<file path="config.mk">
export PLATFORM = sky130hd
export DESIGN_NAME = lpl_ram
export DESIGN_NICKNAME = d
export VERILOG_FILES = /design/src/rtl/lpl_ram.sv
export SDC_FILE = /design/constraint.sdc
export NUM_CORES = 1
export LEC_CHECK = 0
export BUFFER_PORTS_ARGS = -buffer_cell sky130_fd_sc_hd__buf_2
export CAP_MARGIN = 40
export CORE_MARGIN = 2
export CORE_UTILIZATION = 27
export CTS_BUF_LIST = sky130_fd_sc_hd__clkbuf_2 sky130_fd_sc_hd__clkbuf_4 sky130_fd_sc_hd__clkbuf_8
export DETAILED_ROUTE_END_ITERATION = 16
export GPL_TIMING_DRIVEN = 0
export PLACE_DENSITY = 0.44
export SETUP_SLACK_MARGIN = 0.02
export SYNTH_ARGS = -nofsm -noshare
export SYNTH_HDL_FRONTEND = slang
export SYNTH_SLANG_ARGS = --single-unit
</file>
<file path="constraint.sdc">
create_clock -name clk -period 2.7 [get_ports clk]
set_input_delay 0.81 -clock clk [delete_from_list [all_inputs] [get_ports clk]]
set_output_delay 0.81 -clock clk [all_outputs]
set_load 0.01 [all_outputs]
</file>
<file path="src/rtl/lpl_ram.sv">
// Generic single-port-write, single-port-read RAM, registered read.
// Read data holds when no read is issued. No dependencies.
`default_nettype none
module lpl_ram #(
  parameter int WIDTH = 8,
  parameter int DEPTH = 16
) (
  input  wire logic                     clk,
  input  wire logic                     we,
  input  wire logic [$clog2(DEPTH)-1:0] waddr,
  input  wire logic [WIDTH-1:0]         wdata,
  input  wire logic                     re,
  input  wire logic [$clog2(DEPTH)-1:0] raddr,
  output      logic [WIDTH-1:0]         rdata
);

  logic [WIDTH-1:0] mem [DEPTH];

  always_ff @(posedge clk) begin
    if (we) begin
      mem[waddr] <= wdata;
    end
    if (re) begin
      rdata <= mem[raddr];
    end
  end

endmodule
`default_nettype wire

</file>
==> impl_results.md <==
- Status: completed
- Worst slew margin: a little under half
- Final hold vios: 0
- # port buffers: 25
- Antenna Diode Count: 0
- Seq pwr share: a little over half
- Area growth syn-to-layout: 18.93%
- Maximum number of pins on one net before global-route repair: 17
- Cell variety after synth: 18
- GPL Wtd Cong: just under 0.7
- Critical path's largest stage delay: between 500 and 600 ps
- Min-delay src: re
- Worst reg2reg endpoint: rdata[7]
- Clock power frac: between 40% and 50%
- Final setup viols: 0
- Syn Inst Count: 229
- Final Skew: 8.228 ps
- Via count: roughly 2400
- Multiplexer share of the synthesized area: between 10% and 20%
- Syn Std Cell Area: 5228 um2
- Compound-cell area share of the yosys netlist: 2.298%
- CTS tree: yes
- Critical Path RT: roughly 2800 ps
- Worst path most repeated cell: buf_2
- Global-route wire length before repair: between 15000 and 20000 um
- Post-Synth XOR/XNOR Area: 0%
- Clk buf depth: 2
- Arrival time at the worst endpoint: between 2000 and 2500 ps
- Hold crit path type: in -> reg
- R2r setup slk: ~1100 ps
- Max-slew violations: 0
- DR iter-0 viols: between 150 and 200
- Synth area leader: edfxtp_1
- Register area share after synthesis: approximately four fifths
- Asr flop ratio synth: 0%
- Internal power: approximately 3.6 mW
- CTS resizes: 0
- Die height: ~140 um
- Post-route DRC: 0
- Clk_lat worst skew: 440 ps
- Synth top area share: between 70 and 80%
- Syn nets: between 200 and 250
- Fillers: 1795
- Worst setup EP type: flop
- Die W: ~140 um
- Synth top area cells: edfxtp_1, mux4_2, mux4_1
- ANT nets after route: 0
- Worst r2r src: mem[15][7]
- DR vias/cell: 4.350
- Row cnt: 50
- Syn avg cell area: roughly 23 um2
- Non-filler cells, final: between 500 and 600
- Via count of the first global-routing pass: approximately 2500
- Total iterations of the first detailed-routing run: 4
- Hold Path End: rdata[2]
- Post-Synth Simple-Gate Area: between 3 and 4%
- Predominant post-synthesis flop cell: edfxtp_1
- Hold_buf cts: 0
- Sw Pwr: between 0.8 and 0.9 mW
- Crit Path Max Fanout: 5
- Post-synth EDFFs: 136
- Congestion Overflow GR: 0
- Pleak: a little over 2 nW
- Die ar.: roughly 20000 um2
- Clk Tree Root Cell: clkbuf_8
- Share of layout cells above drive strength 1: 31.67%
- Power per cell area: a little over 700 nW/um2
- Gate power share: 5.4%
- TritonCTS Buffers: 17
- Wire length per cell: ~20 um
- Max-cap violation count: 0
- Placeable Area: between 15000 and 20000 um2
- Most frequent cell after synthesis: edfxtp_1
- Startpoint types: primary input
- Starting Density: between 20% and 30%
- Slowest CP cell: nor3_1
- Initial antenna violation count: 0
- Largest family of logic cells by synthesized area: multiplexers
- Final wirelength: 11380 um
- CP cell instances: buf_2 -> or3b_2 -> nor3_1 -> buf_2
- #FFs+latches synth: 136
- FF-to-FF path depth: 3
- All-layer global routing usage: between 10% and 20%
- Final Critical Period: about 2200 ps
- Cells after DPL: around 530
- # IOs: 27
- RSZ-0062 raised after global routing: false
- Synth cell count leaders: edfxtp_1, mux4_2, a22oi_1
- CP Class: in -> reg
- Htree depth: 4
- VDD IR-drop max: approximately 0.00029 V
- # Post-CTS Setup Buffers: 0
- Hold path cells: 1
- Synth warn: 0
- Max Fclk: roughly 0.46 GHz
- Dpl hpwl: between 7000 and 8000 um
- Final worst path period share: between 80 and 90%
- Post-synthesis adder-cell area fraction: 0%
- Final net count: roughly 310
- Total Power: approximately 4.5 mW
- Worst-margin pin slew: just under 800 ps
- Switching Fraction: about 20%
- Clock tree sinks: ~140
- Worst-path clk slew: 80 ps
[placed cells by master (no fill, tap or decap)]
master,instances
edfxtp_1,136
buf_2,29
mux4_2,18
clkbuf_8,17
a22oi_1,16
buf_4,14
mux4_1,14
nor2_1,13
nand2_1,9
clkinv_1,6
bufinv_16,5
buf_6,3
clkdlybuf4s25_2,3
nor3_1,3
nand3b_1,2
nand2b_1,2
clkbuf_4,2
clkinv_2,2
nor2b_1,1
and2_1,1
and2b_1,1
nor3_2,1
nand3_1,1
or3b_2,1
[metrics by stage]
step | setup slack, ps | TNS, ps | cell area [um2] | utilization (%) | hold WS, ps
2_1_floorplan | 397.1 | 0 | 5228 | - | 704.8
6_report | 535.1 | 0 | 6217 | 33.02 | 702.0
4_1_cts | 538.1 | 0 | 6217 | 33.02 | 688.8
3_5_place_dp | 61.33 | 0 | 5786 | 30.72 | 763.1
3_3_place_gp | -280.8 | -2243 | 5678 | 30.15 | 749.9
5_1_grt | 500.2 | 0 | 6217 | 33.02 | 689.2
[cells by family after synthesis]
kind of cell | Yosys count
flops | 136
simple gates | 35
mux | 32
compound gates | 16
buf+inv | 10
[worst max path at each step]
stage          depth (start not counted)  slack [ps]  startpoint   endpoint
3_5_place_dp                           4          60    waddr[2]  mem[0][4]
3_3_place_gp                           3        -280    waddr[2]  mem[0][4]
2_1_floorplan                          2         400    waddr[2]  mem[0][0]
6_report                               4         540    waddr[2]  mem[0][4]
4_1_cts                                4         540    waddr[2]  mem[0][4]
5_1_grt                                4         500    waddr[2]  mem[0][4]
[power by group through the flow]
stage	Clock [mW]	Sequential, mW	Combinational [mW]
final	1.84	2.39	0.241
after global routing	1.96	2.39	0.262
after CTS	1.87	2.39	0.248
after detailed placement	0	2.43	0.247
after global placement	0	2.43	0.238
after floorplan	0	2.44	0.120
[per-layer routing]
layer	vias up	global-route usage [%]	wire [um]
met5	-	0	0
met2	45	19.24	5626
li1	1092	-	-
met4	0	5.159	210
met3	15	2.985	470
met1	1284	15.82	5074
[layout make-up]
type,count,area [um2],share of cell area [%]
Clock inverter,13,182.7,2.938
Sequential cell,136,4084,65.69
Tap cell,260,325.3,5.232
Multi-Input combinational cell,83,1062,17.09
Timing Repair Buffer,39,227.7,3.663
Clock buffer,19,249.0,4.005
Buffer,10,86.33,1.389
[sequential cells by signal, summed over array words and instances (netlist names)]
register / flops
mem: 128
rdata: 8
[critical path: cells and delay by family]
family,cells,cell delay [ps]
AND/OR/NAND/NOR,2,1050
buffers and inverters,2,440
No activity file was read; power rests on OpenSTA's default activity.
