<file path="src/rtl/lpl_pkg.sv">
// Package for the stereo look-ahead peak limiter.
// Sizes, fixed-point constants, payload/config/control types.
// No dependencies.
`default_nettype none
package lpl_pkg;

  localparam int SAMPLE_BITS       = 24;
  localparam int RING_DEPTH        = 1024;
  localparam int LOOKAHEAD_SAMPLES = 580;

  localparam int RING_AW     = $clog2(RING_DEPTH);
  localparam int RD_OFFSET   = (RING_DEPTH - (LOOKAHEAD_SAMPLES % RING_DEPTH)) % RING_DEPTH;
  localparam int GAIN_W      = 17;
  localparam int COEF_W      = 16;
  localparam int QUO_BITS    = 16;
  localparam int CNT_W       = $clog2(QUO_BITS);
  localparam int LEVEL_SHIFT = SAMPLE_BITS - 16;
  localparam int CFG_IDX_W   = 2;

  localparam logic [GAIN_W-1:0] UNITY_GAIN = GAIN_W'(65536);

  // floor(0.977 * full scale)
  localparam logic [SAMPLE_BITS-1:0] OUT_LIMIT =
    SAMPLE_BITS'(((64'd1 << (SAMPLE_BITS - 1)) * 64'd977) / 64'd1000);

  localparam logic [CFG_IDX_W-1:0] REG_CEILING     = 2'd0;
  localparam logic [CFG_IDX_W-1:0] REG_OUTPUT_GAIN = 2'd1;
  localparam logic [CFG_IDX_W-1:0] REG_ATTACK      = 2'd2;
  localparam logic [CFG_IDX_W-1:0] REG_RELEASE     = 2'd3;

  typedef struct packed {
    logic signed [SAMPLE_BITS-1:0] left_sample;
    logic signed [SAMPLE_BITS-1:0] right_sample;
  } lpl_in_t;

  typedef struct packed {
    logic signed [SAMPLE_BITS-1:0] left_out;
    logic signed [SAMPLE_BITS-1:0] right_out;
    logic [GAIN_W-1:0]             left_gain;
    logic [GAIN_W-1:0]             right_gain;
  } lpl_out_t;

  typedef struct packed {
    logic [15:0] ceiling;
    logic [15:0] output_gain;
    logic [15:0] attack_coefficient;
    logic [15:0] release_coefficient;
  } lpl_cfg_t;

  // datapath step strobes from the sequencer
  typedef struct packed {
    logic load;
    logic div;
    logic smul;
    logic sadd;
    logic gmul;
    logic pmul;
  } lpl_ctl_t;

endpackage
`default_nettype wire

</file>
<file path="src/rtl/lpl_chan.sv">
// One limiter channel: serial gain divider, gain smoothing, sample gain
// and output post-scale with clamp. Depends on lpl_pkg.
`default_nettype none
module lpl_chan (
  input  wire logic                                  clk,
  input  wire logic                                  rst,
  input  wire lpl_pkg::lpl_ctl_t                     ctl,
  input  wire lpl_pkg::lpl_cfg_t                     cfg,
  input  wire logic signed [lpl_pkg::SAMPLE_BITS-1:0] sample,
  input  wire logic signed [lpl_pkg::SAMPLE_BITS-1:0] delayed,
  output      logic signed [lpl_pkg::SAMPLE_BITS-1:0] gained,
  output      logic [lpl_pkg::GAIN_W-1:0]             gain,
  output      logic signed [lpl_pkg::SAMPLE_BITS-1:0] result
);

  localparam int SB = lpl_pkg::SAMPLE_BITS;
  localparam int GW = lpl_pkg::GAIN_W;
  localparam int CW = lpl_pkg::COEF_W;
  localparam int QB = lpl_pkg::QUO_BITS;

  logic [SB-1:0]       mag;
  logic                neg;
  logic                over;
  logic [SB:0]         rem;
  logic [QB-1:0]       quo;
  logic [GW-1:0]       want;
  logic                down;
  logic [GW+CW-1:0]    prod_s;
  logic [SB+GW-1:0]    prod_g;
  logic [SB+15:0]      prod_p;
  logic                post_neg;

  logic [SB-1:0]       level;
  logic [SB-1:0]       abs_in;
  logic [SB:0]         rem2;
  logic                ge;
  logic [GW-1:0]       want_next;
  logic                down_next;
  logic [GW-1:0]       diff;
  logic [CW-1:0]       coef;
  logic [GW-1:0]       step;
  logic [SB-1:0]       gained_mag;
  logic [SB-1:0]       abs_del;
  logic [SB+3:0]       scaled;
  logic [SB-1:0]       clamped;

  always_comb begin
    level      = SB'(cfg.ceiling) << lpl_pkg::LEVEL_SHIFT;
    abs_in     = sample[SB-1] ? SB'(-sample) : SB'(sample);
    rem2       = {rem[SB-1:0], 1'b0};
    ge         = rem2 >= {1'b0, mag};
    want_next  = over ? {1'b0, quo} : lpl_pkg::UNITY_GAIN;
    down_next  = want_next < gain;
    diff       = down_next ? (gain - want_next) : (want_next - gain);
    coef       = down_next ? cfg.attack_coefficient : cfg.release_coefficient;
    step       = prod_s[GW+CW-1:CW];
    gained_mag = prod_g[SB+15:16];
    gained     = neg ? -$signed(gained_mag) : $signed(gained_mag);
    abs_del    = delayed[SB-1] ? SB'(-delayed) : SB'(delayed);
    scaled     = prod_p[SB+15:12];
    clamped    = (scaled > (SB+4)'(lpl_pkg::OUT_LIMIT)) ? lpl_pkg::OUT_LIMIT
                                                         : scaled[SB-1:0];
    result     = post_neg ? -$signed(clamped) : $signed(clamped);
  end

  always_ff @(posedge clk) begin
    if (rst) begin
      gain <= lpl_pkg::UNITY_GAIN;
    end else if (ctl.sadd) begin
      gain <= down ? (want + step) : (want - step);
    end

    if (ctl.load) begin
      mag  <= abs_in;
      neg  <= sample[SB-1];
      over <= abs_in > level;
      rem  <= {1'b0, level};
      quo  <= '0;
    end
    // restoring division of (level << 16) by magnitude, one bit a cycle
    if (ctl.div) begin
      rem <= ge ? (rem2 - {1'b0, mag}) : rem2;
      quo <= {quo[QB-2:0], ge};
    end
    if (ctl.smul) begin
      want   <= want_next;
      down   <= down_next;
      prod_s <= {{CW{1'b0}}, diff} * {{GW{1'b0}}, coef};
    end
    if (ctl.gmul) begin
      prod_g <= {{GW{1'b0}}, mag} * {{SB{1'b0}}, gain};
    end
    if (ctl.pmul) begin
      prod_p   <= {16'b0, abs_del} * {{SB{1'b0}}, cfg.output_gain};
      post_neg <= delayed[SB-1];
    end
  end

endmodule
`default_nettype wire

</file>
<file path="config.mk">
export PLATFORM = sky130hd
export DESIGN_NAME = lpl_chan
export DESIGN_NICKNAME = d
export VERILOG_FILES = /design/src/rtl/lpl_pkg.sv /design/src/rtl/lpl_chan.sv
export SDC_FILE = /design/constraint.sdc
export NUM_CORES = 2
export LEC_CHECK = 0
export BUFFER_PORTS_ARGS = -buffer_cell sky130_fd_sc_hd__buf_2
export CAP_MARGIN = 20
export CELL_PAD_IN_SITES_DETAIL_PLACEMENT = 0
export CELL_PAD_IN_SITES_GLOBAL_PLACEMENT = 1
export CORE_UTILIZATION = 31
export DETAILED_ROUTE_END_ITERATION = 10
export PLACE_DENSITY = 0.59
export SLEW_MARGIN = 20
export SYNTH_ARGS = -nofsm -noshare
export SYNTH_HDL_FRONTEND = slang
export SYNTH_SLANG_ARGS = --single-unit
</file>
<file path="constraint.sdc">
create_clock -name clk -period 12.5 [get_ports clk]
set_input_delay 1.25 -clock clk [delete_from_list [all_inputs] [get_ports clk]]
set_output_delay 1.25 -clock clk [all_outputs]
set_load 0.03 [all_outputs]
</file>
==> results.json <==
{
  "status": "completed",
  "critPathLaunch": "over$_DFFE_PP_",
  "numPortBuffers": 184,
  "clock-sinks": 171,
  "cts_max_path_buffers": 2,
  "numCtsBuffers": 17,
  "critPathArrivalTime_ps": 10990,
  "rows": 138,
  "die_area_um2": 146000,
  "avgViaCountPerCell": 4.94,
  "fin_setup_tns_ps": 0,
  "cts_hold_buf": 0,
  "antenna_found_initial": 5,
  "wl_per_cell_um": 20.4,
  "first_pass_iters": 5,
  "die_w_um": 382,
  "grt_pass1_wl_um": 223000,
  "critPathMaxStageDelay_ps": 830,
  "ys_seq_area_share_pct": 11.1,
  "syn-instance-count": 5044,
  "cts_resized": 0,
  "cp_common_cell": "fa_1",
  "rsz0062_at_grt": "no",
  "start_util_pct": 31.4,
  "insertion_delay_ps": 540,
  "ctsHtreeMaxLevel": 4,
  "hp-start": "quo[6]$_SDFFCE_PN0P_",
  "yosys-top-cells-area": "fa_1, ha_1, edfxtp_1",
  "finish.instance_area_um2": 48300,
  "setup.worst_path.end_class": "register",
  "ys_warn_count": 0,
  "slew_headroom_pct": 24.2,
  "yosys-top-cells-count": "inv_1, fa_1, nand2_1",
  "max_freq_mhz": 93.2,
  "cts_root_buf": "clkbuf_16",
  "min_path_type": "register to register",
  "grt_max_degree": 55,
  "wirelength_um": 143000,
  "synth_ff_type": "edfxtp_1",
  "synthesis.area_um2": 44700,
  "fin_nets": 6483,
  "clkTransAtPathRegs_ps": 100,
  "overflow": 0,
  "syn_area_per_cell_um2": 8.86,
  "drtIter0Drc": 1919,
  "cts_setup_buffers": 0,
  "cp_max_fo": 46,
  "path_class": "register to register",
  "area_delta_synth_final_pct": 8.16,
  "crit-reg2reg-launch": "over$_DFFE_PP_",
  "crit_required_ps": 12770,
  "drc_errors": 0,
  "synth_edf_count": 154,
  "dpl_cell_area_um2": 47700,
  "final_core_util_pct": 34.0,
  "finalCritPeriodShare_pct": 85.8,
  "cts_tree": "done",
  "top_level_ports": 185,
  "dp_hpwl_um": 114000,
  "syn_nets": 6421,
  "synth.most_common_cell": "inv_1",
  "worst_slew_pin_slew_ps": 1140,
  "hold_viol": 0,
  "vias": 34700,
  "die_y_um": 382,
  "gp_congestion": 0.858,
  "cp_slowest_cell": "edfxtp_1",
  "yosys.area.top_type": "fa_1",
  "yosys.area.top_type_share_pct": 37.7,
  "cap_violations": 0,
  "fin_crit_ps": 10730,
  "track_usage_pct": 20.1,
  "async_flop_share_pct": 0,
  "core_area_um2": 142000,
  "drive_above_1_share_pct": 6.47,
  "synth_cell_types": 86,
  "fin_worst_skew_ps": 34.0,
  "drv_slew": 0,
  "finalSetupViolCount": 0,
  "yosys_register_bits": 171,
  "grt_pass1_vias": 36500,
  "ant_nets": 0,
  "cp-start-kind": "register"
}
stage by stage:
stage / worst slack [ps] / hold slack, ps / std cells
3_5_place_dp: 1540 / 554 / 6976
5_1_grt: 1070 / 583 / 7010
4_1_cts: 1450 / 572 / 7008
6_report: 1770 / 574 / 7012
2_1_floorplan: 3030 / 525 / 5044
3_3_place_gp: 1630 / 550 / 6976
state kept, by name, summed over array words and instances (netlist names), 16 cells and up:
register and count:
prod_s 17, want 17, quo 16, mag 24, prod_g 24, prod_p 28, gain 17, rem 24
routing by layer:
layer / wire (um) / up-vias / GRT usage [%]
met5: 19 / - / 0
met4: 2110 / 2 / 3.79
met3: 5770 / 97 / 2.13
met2: 73400 / 747 / 35.6
met1: 62000 / 18000 / 26.5
li1: - / 15800 / -
logic make-up (layout without fill, tap and decap cells):
group,count (synthesis),after routing,share of synthesized area [%]
AO/OA/AOI/OAI,507,507,7.65
XOR/XNOR,210,210,4.13
adder cells (fa/ha/maj),1257,1257,49.4
buffers and inverters,1189,1264,10.1
flip-flops,171,171,11.1
multiplexers,48,48,1.11
other,0,3,0
AND/OR/NAND/NOR,1662,1662,16.5
path summary, 6_finish.rpt:
| check | to | slack, ps | cells past startpoint |
|---|---|---|---|
| setup / recovery | prod_s[27]$_DFFE_PP_ | 1770 | 35 |
| setup reg to reg | prod_s[27]$_DFFE_PP_ | 1770 | 35 |
| hold / removal | quo[7]$_SDFFCE_PN0P_ | 570 | 1 |
| hold reg to reg | quo[7]$_SDFFCE_PN0P_ | 570 | 1 |
cell type report:
| cell class | instances | area (um2) |
|---|---|---|
| Timing Repair Buffer | 246 | 1390 |
| Clock inverter | 13 | 155 |
| Clock buffer | 19 | 453 |
| Fill cell | 15100 | 94000 |
| Inverter | 986 | 3700 |
| Multi-Input combinational cell | 3684 | 35300 |
| Tap cell | 1890 | 2360 |
| Antenna cell | 3 | 7.51 |
| Sequential cell | 171 | 4960 |
layout by cell type (no fill, tap or decap), drive strengths merged, types with 13 or more instances in the layout:
cell type,n
o31ai,19
clkinv,13
nand2,828
o211a,16
dfxtp,17
nor4,24
fa,842
or3,24
nand4,35
and3,20
nand3,53
and2,166
nor2b,26
o21a,25
o211ai,21
ha,415
o21bai,17
a211oi,13
inv,985
mux2i,40
or4,13
xnor2,163
a21o,65
nor2,359
clkbuf,20
edfxtp,154
xor2,47
a21oi,136
nand2b,30
o21ai,93
a31oi,23
nor3,56
buf,245
critical path, delay by kind of cell, from the launching register on:
kind | cells | cell delay [ps]
muxes | 1 | 400
xor gates and xnor gates | 2 | 750
buffers and inverters | 6 | 810
AOI/OAI and AO/OA | 10 | 2760
adders and majority gates | 8 | 3710
DFF | 1 | 830
and+or+nand+nor | 8 | 1120
Power is left out: the tool's default activity adds up to more than one toggle a clock period on the data nets, which glitch-free logic cannot reach.
